===== src/sv/mkpq_pkg.sv =====
// Package: record, cell, control and channel types for the min-key priority queue.
`default_nettype none
package mkpq_pkg;

   // Number of record cells in the sorted chain
   localparam int QUEUE_DEPTH = 16;
   localparam int CNT_W       = $clog2(QUEUE_DEPTH + 1);
   localparam int FILL_W      = 5;

   // Request codes
   localparam logic [1:0] REQ_INSERT = 2'd0;
   localparam logic [1:0] REQ_REMOVE = 2'd1;
   localparam logic [1:0] REQ_CLEAR  = 2'd2;
   localparam logic [1:0] REQ_UNUSED = 2'd3;  // no-op

   // Status codes
   localparam logic [1:0] ST_DONE  = 2'd0;
   localparam logic [1:0] ST_FULL  = 2'd1;
   localparam logic [1:0] ST_EMPTY = 2'd2;

   // One stored record
   typedef struct packed {
      logic [31:0] tag;
      logic [31:0] grade;
      logic [11:0] hours;
      logic [11:0] year;
   } mkpq_rec_type;

   // Contents of one cell
   typedef struct packed {
      logic         valid;
      mkpq_rec_type rec;
   } mkpq_cell_type;

   // Chain-wide operation for this cycle
   typedef struct packed {
      logic insert;
      logic remove;
      logic clear;
   } mkpq_ctl_type;

   // Request transaction payload
   typedef struct packed {
      logic [1:0]  req_type;
      logic [31:0] record_tag;
      logic [31:0] grade_bits;
      logic [11:0] workload_hours;
      logic [11:0] entry_year;
   } mkpq_req_type;

   // Response transaction payload
   typedef struct packed {
      logic [1:0]        status;
      logic [31:0]       out_tag;
      logic [31:0]       out_grade_bits;
      logic [11:0]       out_hours;
      logic [11:0]       out_year;
      logic [FILL_W-1:0] fill_level;
   } mkpq_rsp_type;

endpackage
`default_nettype wire


===== src/sv/min_key_priority_queue_unit.sv =====
// Top level: min-key priority queue built as a sorted chain of record cells.
//
//   channel  direction  handshake            payload
//   req      in         req_valid/req_ready  req_data  (mkpq_req_type)
//   rsp      out        rsp_valid/rsp_ready  rsp_data  (mkpq_rsp_type)
//
// One transaction per cycle while req_ready is high: every request is resolved in
// the cycle it is accepted, since the chain keeps records sorted by year, head first.
// The response is captured in an output register on acceptance.
// req_ready is low only while a response waits and rsp_ready is low.
// Synchronous reset empties the chain by clearing the cell valid bits.
`default_nettype none
module min_key_priority_queue_unit (
   input  wire                   clock,
   input  wire                   reset,
   input  wire                   req_valid,
   output logic                  req_ready,
   input  wire mkpq_pkg::mkpq_req_type req_data,
   output logic                  rsp_valid,
   input  wire                   rsp_ready,
   output mkpq_pkg::mkpq_rsp_type rsp_data
);
   import mkpq_pkg::*;

   logic          accept;
   mkpq_ctl_type  ctl;
   mkpq_rec_type  new_rec;
   mkpq_cell_type cell_q    [QUEUE_DEPTH];
   logic          gt_q      [QUEUE_DEPTH];
   mkpq_cell_type prev_cell [QUEUE_DEPTH];
   logic          prev_gt   [QUEUE_DEPTH];
   mkpq_cell_type next_cell [QUEUE_DEPTH];
   logic          empty, full;
   logic [CNT_W-1:0] cnt_ff, cnt_in;
   logic          rsp_valid_ff, rsp_valid_in;
   mkpq_rsp_type  rsp_data_ff, rsp_data_in;

   assign req_ready = !rsp_valid_ff || rsp_ready;
   assign accept    = req_valid && req_ready;
   assign empty     = !cell_q[0].valid;
   assign full      = cell_q[QUEUE_DEPTH-1].valid;
   assign new_rec   = '{tag: req_data.record_tag, grade: req_data.grade_bits,
                        hours: req_data.workload_hours, year: req_data.entry_year};

   // Chain operation for this cycle
   always_comb begin
      ctl.insert = accept && (req_data.req_type == REQ_INSERT) && !full;
      ctl.remove = accept && (req_data.req_type == REQ_REMOVE) && !empty;
      ctl.clear  = accept && (req_data.req_type == REQ_CLEAR)  && !empty;
   end

   // Neighbor wiring; the head sees no smaller entry ahead, the tail an empty one behind
   always_comb begin
      for (int i = 0; i < QUEUE_DEPTH; i++) begin
         if (i == 0) begin
            prev_cell[i] = '{valid: 1'b1, rec: new_rec};
            prev_gt[i]   = 1'b0;
         end else begin
            prev_cell[i] = cell_q[i-1];
            prev_gt[i]   = gt_q[i-1];
         end
         if (i == QUEUE_DEPTH - 1) begin
            next_cell[i] = '{valid: 1'b0, rec: new_rec};
         end else begin
            next_cell[i] = cell_q[i+1];
         end
      end
   end

   for (genvar g = 0; g < QUEUE_DEPTH; g++) begin : g_cell
      mkpq_cell u_cell (
         .clock     (clock),
         .reset     (reset),
         .ctl       (ctl),
         .new_rec   (new_rec),
         .prev_cell (prev_cell[g]),
         .prev_gt   (prev_gt[g]),
         .next_cell (next_cell[g]),
         .this_cell (cell_q[g]),
         .gt        (gt_q[g])
      );
   end

   // Record count and response
   always_comb begin
      cnt_in       = cnt_ff;
      rsp_valid_in = rsp_valid_ff && !rsp_ready;
      rsp_data_in  = rsp_data_ff;
      if (ctl.insert) begin
         cnt_in = cnt_ff + CNT_W'(1);
      end else if (ctl.remove) begin
         cnt_in = cnt_ff - CNT_W'(1);
      end else if (ctl.clear) begin
         cnt_in = '0;
      end
      if (accept) begin
         rsp_valid_in = 1'b1;
         rsp_data_in  = '0;
         case (req_data.req_type)
            REQ_INSERT: rsp_data_in.status = full ? ST_FULL : ST_DONE;
            REQ_REMOVE: begin
               rsp_data_in.status = empty ? ST_EMPTY : ST_DONE;
               if (!empty) begin
                  rsp_data_in.out_tag        = cell_q[0].rec.tag;
                  rsp_data_in.out_grade_bits = cell_q[0].rec.grade;
                  rsp_data_in.out_hours      = cell_q[0].rec.hours;
                  rsp_data_in.out_year       = cell_q[0].rec.year;
               end
            end
            REQ_CLEAR:  rsp_data_in.status = empty ? ST_EMPTY : ST_DONE;
            default:    rsp_data_in.status = ST_DONE;
         endcase
         rsp_data_in.fill_level = FILL_W'(cnt_in);
      end
   end

   always_ff @(posedge clock) begin
      if (reset) begin
         cnt_ff       <= '0;
         rsp_valid_ff <= 1'b0;
      end else begin
         cnt_ff       <= cnt_in;
         rsp_valid_ff <= rsp_valid_in;
      end
   end

   always_ff @(posedge clock) begin
      rsp_data_ff <= rsp_data_in;
   end

   assign rsp_valid = rsp_valid_ff;
   assign rsp_data  = rsp_data_ff;

`ifndef ASSERT_OFF
   // Head cell occupancy tracks the count
   a_head_count: assert property (@(posedge clock) disable iff (reset)
      (cnt_ff != '0) == cell_q[0].valid)
      else $error("head valid disagrees with record count");

   // Head holds the smallest year of the first two records
   a_head_sorted: assert property (@(posedge clock) disable iff (reset)
      cell_q[1].valid |-> (cell_q[0].rec.year <= cell_q[1].rec.year))
      else $error("chain head out of order");

   // Insert into a full chain is refused
   a_full_refused: assert property (@(posedge clock) disable iff (reset)
      (accept && req_data.req_type == REQ_INSERT && full)
      |=> (rsp_data.status == ST_FULL) && (cnt_ff == $past(cnt_ff)))
      else $error("insert on full queue not refused");

   // A remove from a non-empty chain drops the count by one
   a_remove_count: assert property (@(posedge clock) disable iff (reset)
      ctl.remove |=> (cnt_ff == $past(cnt_ff) - CNT_W'(1)))
      else $error("remove did not decrement count");
`endif

endmodule
`default_nettype wire


===== src/sv/mkpq_cell.sv =====
// One cell of the sorted record chain: holds a record and trades it with its neighbors.
`default_nettype none
module mkpq_cell (
   input  wire                    clock,
   input  wire                    reset,
   input  wire mkpq_pkg::mkpq_ctl_type  ctl,
   input  wire mkpq_pkg::mkpq_rec_type  new_rec,
   input  wire mkpq_pkg::mkpq_cell_type prev_cell,
   input  wire                    prev_gt,
   input  wire mkpq_pkg::mkpq_cell_type next_cell,
   output mkpq_pkg::mkpq_cell_type this_cell,
   output logic                   gt
);
   import mkpq_pkg::*;

   logic         valid_ff, valid_in;
   mkpq_rec_type rec_ff, rec_in;

   // New record sorts before this one (empty cells always yield)
   assign gt        = !valid_ff || (rec_ff.year > new_rec.year);
   assign this_cell = '{valid: valid_ff, rec: rec_ff};

   // Next cell contents
   always_comb begin
      valid_in = valid_ff;
      rec_in   = rec_ff;
      if (ctl.clear) begin
         valid_in = 1'b0;
      end else if (ctl.remove) begin
         valid_in = next_cell.valid;
         rec_in   = next_cell.rec;
      end else if (ctl.insert && gt) begin
         if (prev_gt) begin
            valid_in = prev_cell.valid;
            rec_in   = prev_cell.rec;
         end else begin
            valid_in = 1'b1;
            rec_in   = new_rec;
         end
      end
   end

   always_ff @(posedge clock) begin
      if (reset) begin
         valid_ff <= 1'b0;
      end else begin
         valid_ff <= valid_in;
      end
   end

   always_ff @(posedge clock) begin
      rec_ff <= rec_in;
   end

endmodule
`default_nettype wire


===== config.mk =====
export PLATFORM = sky130hd
export DESIGN_NAME = min_key_priority_queue_unit
export DESIGN_NICKNAME = d
export VERILOG_FILES = /design/src/sv/mkpq_pkg.sv /design/src/sv/min_key_priority_queue_unit.sv /design/src/sv/mkpq_cell.sv
export SDC_FILE = /design/constraint.sdc
export NUM_CORES = 2
export LEC_CHECK = 0
export BUFFER_PORTS_ARGS = -buffer_cell sky130_fd_sc_hd__buf_4
export CAP_MARGIN = 20
export CELL_PAD_IN_SITES_DETAIL_PLACEMENT = 0
export CELL_PAD_IN_SITES_GLOBAL_PLACEMENT = 1
export CORE_MARGIN = 3
export CORE_UTILIZATION = 40
export CTS_BUF_LIST = sky130_fd_sc_hd__clkbuf_16
export DETAILED_ROUTE_END_ITERATION = 8
export MAX_ROUTING_LAYER = met4
export PLACE_DENSITY_LB_ADDON = 0.2
export SLEW_MARGIN = 20
export SYNTH_ARGS = -nofsm -noshare
export SYNTH_HDL_FRONTEND = slang
export SYNTH_HIERARCHICAL = 1
export SYNTH_SLANG_ARGS = --single-unit

===== constraint.sdc =====
create_clock -name clock -period 13.8 [get_ports clock]
set_clock_uncertainty 0.15 [all_clocks]
set_input_delay 1.38 -clock clock [delete_from_list [all_inputs] [get_ports clock]]
set_output_delay 1.38 -clock clock [all_outputs]
set_load 0.02 [all_outputs]

## Word level (Yosys, flattened, before mapping)

Cells that the tools add are included.
W data, S select, Z words.

- Bits in read-only memories: 0
- Logic and storage cells: 304
- Bits in latches: 0
- Input bits: 94
- Bits in writable memories: 0
- Flip-flop bits (word level): 1525
- Memories kept: 0
- Output and inout port bits: 97

- Multipliers: 0
- $lt $le $gt $ge: 16
- Reduce and logical (&&, ||, !) cells: 96
- Shifts and indexed selects: 0
- Div/mod/pow operators: 0
- $add $sub $neg: 2
- Mux-type cells: 99
- Bitwise gates (word level): 1
- Eq/ne operators: 2

Operator list:

| operator | number |
|---|---|
| $mux W88 | 47 |
| $gt A12 B12 Y1 | 16 |
| $mux W1 | 47 |
| $reduce_and A2 Y1 | 17 |
| $reduce_bool A2 Y1 | 16 |
| $logic_and A1 B1 Y1 | 24 |
| $logic_not A1 Y1 | 18 |
| $logic_or A1 B1 Y1 | 17 |
| $mux W5 | 3 |
| $add A5 B1 Y5 const B | 1 |
| $sub A5 B1 Y5 const B | 1 |
| $pmux W2 S2 | 1 |
| $reduce_or A2 Y1 | 2 |
| $reduce_or A3 Y1 | 1 |
| $eq A2 B1 Y1 const B | 1 |
| $eq A2 B2 Y1 const B | 1 |
| $logic_not A2 Y1 | 1 |
| $mux W2 | 1 |
| $not A1 Y1 | 1 |

## Logic depth before layout (Yosys ltp)

- Word-level depth: 8
- Mapped depth: 13
- Mapped depth without buffers: 12

## Modules after synthesis

The synthesis kept the hierarchy.

By module, submodules not included:

| module | cells an instance | times used | area each (sq um) | sequential area each (sq um) |
|---|---|---|---|---|
| mkpq_cell at g_cell[13].u_cell ... | 438 | 12 | 4859.7 | 2662.6 |
| mkpq_cell at g_cell[0].u_cell ... | 439 | 4 | 4829.6 | 2662.6 |
| min_key_priority_queue_unit | 285 | 1 | 4076.4 | 2972.9 |

## Worst setup path after synthesis

OpenSTA, ideal clock, no wires.

- Path kind: input port to flip-flop
- From: input port rsp_ready
- To: register g_cell[13].u_cell.rec_ff (netlist bit g_cell[13].u_cell/this_cell[0]) (enable)
- Buffers on the path: 1
- Arrival: 9.496 ns
- Stages on the path: 6
- Required time: 12.984 ns
- Library setup time: 0.666 ns
- Slack: 3.488 ns
- Cells stage by stage: nand2b_1 buf_2 nand2_1 nor2_1 o22ai_2 a211oi_1

RTL lines:

| item | RTL line | source |
|---|---|---|
| start, declared | min_key_priority_queue_unit.sv:20 | `input wire rsp_ready,` |
| end signal, assigned | mkpq_cell.sv:52 | `rec_ff <= rec_in;` |
| end, declared | mkpq_cell.sv:17 | `mkpq_rec_type rec_ff, rec_in;` |

==> flow_metrics.py <==
metrics = {
    "synthesis": {
        "yosys_warnings": 6,
        "netlist_instances": 7295,
        "netlist_area_um2": 81700,
        "syn-mean-instance-area_um2": 11.2,
    },
    "run": {
        "cap_violations": 0,
    },
    "clock_network": {
        "cts_tree": "built",
        "cts.repair.resized": 0,
        "clockBufferDepth": 3,
        "cts_sinks": 1525,
        "clock-root-buffer": "clkbuf_16",
        "cts_setup_buffers": 0,
        "cts_hold_buf": 0,
        "clk_pin_slew_ns": 0.06,
        "htree_levels": 4,
        "clkLatencyLatePin_ns": 0.83,
        "cts_buffers": 175,
    },
    "worst_setup_path": {
        "crit_top_cell": "buf_4",
        "critPathCapture": "g_cell[14].u_cell/this_cell[73]$_DFFE_PP_",
        "r2r_start": "g_cell[0].u_cell/valid_ff$_SDFFE_PP0P_",
        "critPathCaptureType": "flip-flop",
        "critPathArrivalTime_ns": 6.45,
        "worst-path-stages": 10,
        "critical-path-top-delay-family": "buffers and inverters",
        "r2r_end": "g_cell[14].u_cell/this_cell[73]$_DFFE_PP_",
        "startpoint_type": "primary input",
        "crit_required_ns": 14.16,
        "slowest_stage": "buf_4",
        "rr_worst_depth": 7,
        "slowest_delay_ns": 0.89,
        "regToRegSetupSlack_ns": 8.29,
        "crit_start": "req_data[89]",
        "path_cells": "buf_4 > inv_1 > ha_4 > nand2_1 > nor2_4 > buf_4 > buf_12 > buf_12 > buf_4 > o21ai_0",
        "path_class": "primary input to flip-flop",
        "path_buf_inv": 6,
        "path_max_fanout": 271,
    },
    "sta": {
        "slew_violations": 0,
        "worst_slew_pin_slew_ns": 1.15,
        "rsz0062_at_grt": "false",
        "fin_setup_tns_ns": 0,
        "whs_ns": 0.372,
        "hold_viol_final": 0,
        "relSlewSlack_pct": 23.3,
        "period_needed_ns": 6.09,
        "period_share_pct": 44.1,
        "clock.fmax_mhz": 164,
        "finalSetupViolCount": 0,
    },
    "pwr": {
        "p_clk_share_pct": 42.6,
        "power.density_nw_per_um2": 116,
        "p_sw_share_pct": 24.0,
        "comb_power_share_pct": 6.4,
        "internal-power_mw": 8.01,
        "p_leak_nw": 38.8,
        "p_seq_share_pct": 50.9,
        "ir_worst_vdd_uv": 126,
        "power_mw": 10.5,
        "switchingPower_mw": 2.53,
    },
    "floorplan": {
        "core.rowCount": 165,
        "dieWidth_um": 458,
        "dieArea_um2": 210000,
        "die_y_um": 458,
        "coreArea_um2": 203000,
        "io-pin-count": 191,
        "start_util_pct": 40.3,
    },
    "drt": {
        "drc": 0,
        "totalWireLength_um": 220000,
        "initialDrtViolationCount": 5233,
        "firstDrtPassIters": 6,
        "vias": 55102,
        "viasPerCell": 5.48,
        "ant_nets": 0,
        "wl_per_cell_um": 21.9,
    },
    "global_route": {
        "grt_max_degree": 272,
        "grt_pass1_vias": 53839,
        "track_usage_pct": 21.2,
        "grt_first_pass_wirelength_um": 338000,
        "grt-ovfl-total": 0,
        "antenna_found_initial": 6,
    },
    "finish": {
        "drive_above_1_share_pct": 8.20,
        "areaGrowthSynthToFinish_pct": 11.2,
        "fin_nets": 7521,
        "post-route-util_pct": 44.8,
    },
    "min_path": {
        "min_path_type": "flip-flop to flip-flop",
        "hold_depth": 2,
    },
    "place": {
        "gp_congestion": 0.776,
        "dp_hpwl_um": 124000,
        "numPortBuffers": 190,
    },
    "run_status": {
        "outcome": "finished, final reports clean",
    },
}
## worst register-to-register path: stages (launching register included)
cell	delay (ns)
dfxtp_4	0.72
nand2_1	0.28
nor2_4	0.65
buf_4	0.45
buf_12	0.64
buf_12	0.80
buf_4	1.19
o21ai_0	0.34
## metrics by stage
step,worst slack [ns],std cells,cell area [um2]
after floorplan,3.49,7296,81700
after global placement,7.15,9722,85300
after detailed placement,7.04,9723,85300
after CTS,7.96,10049,90800
after global routing,7.38,10053,90800
final,7.71,10053,90800
## power groups by stage
| stage | Clock [mW] | Sequential, mW | Combinational (mW) |
|---|---|---|---|
| floorplan | 0 | 5.48 | 0.362 |
| global placement | 0 | 5.46 | 0.658 |
| detailed placement | 0 | 5.47 | 0.674 |
| CTS | 4.64 | 5.37 | 0.676 |
| global route | 4.82 | 5.39 | 0.750 |
| finish | 4.49 | 5.37 | 0.676 |
## sequential cells by signal (all words and copies together), names as in the netlist
| register | count |
|---|---|
| rsp_data | 95 |
| cnt_ff | 5 |
| rsp_valid | 1 |
| g_cell.u_cell/this_cell | 1408 |
| g_cell.u_cell/valid_ff | 16 |
## layout by cell type, fill, tap and decap left out, drive strengths merged, types with 11 or more instances in the layout
cell type     n
a21o         12
a2111oi      12
nand2b       20
mux2i      1420
a31o         12
nor2         38
dfxtp        22
clkinv       87
buf         273
nand4        49
edfxtp     1503
a21oi        88
ha          198
inv         263
o21ai      1449
a211oi       13
or2          12
o211ai       18
bufinv       11
nor2b        42
nand3        33
clkbuf      175
nand2      1477
and3         92
o22ai        13
## cell type report
| cell class | instances | area [um2] |
|---|---|---|
| fill | 18826 | 112000 |
| sequential | 1525 | 45600 |
| multi-input combinational | 5042 | 33300 |
| clock buffer | 175 | 4380 |
| tap | 2672 | 3340 |
| timing repair buffer | 273 | 2290 |
| clock inverter | 151 | 1120 |
| inverter | 212 | 798 |
| antenna | 3 | 7.51 |
## metal layers
layer | GRT usage [%] | vias up | part of all wire, %
li1 | - | 26447 | -
met1 | 30.9 | 27043 | 49
met2 | 31.5 | 1368 | 44
met3 | 2.76 | 244 | 5.0
met4 | 4.54 | 0 | 1.6
met5 | - | - | 0
## worst min path at each step
| stage | end | from | slack, ns |
|---|---|---|---|
| finish | g_cell[14].u_cell/this_cell[85]$_DFFE_PP_ | g_cell[15].u_cell/this_cell[85]$_DFFE_PP_ | 0.37 |
| global route | g_cell[14].u_cell/this_cell[85]$_DFFE_PP_ | g_cell[15].u_cell/this_cell[85]$_DFFE_PP_ | 0.39 |
| CTS | g_cell[14].u_cell/this_cell[85]$_DFFE_PP_ | g_cell[15].u_cell/this_cell[85]$_DFFE_PP_ | 0.37 |
| detailed placement | g_cell[14].u_cell/this_cell[13]$_DFFE_PP_ | g_cell[15].u_cell/this_cell[13]$_DFFE_PP_ | 0.36 |
| global placement | g_cell[14].u_cell/this_cell[12]$_DFFE_PP_ | g_cell[15].u_cell/this_cell[12]$_DFFE_PP_ | 0.36 |
| floorplan | cnt_ff[4]$_SDFF_PP0_ | cnt_ff[4]$_SDFF_PP0_ | 0.34 |
No activity file was read; power rests on OpenSTA's default activity.
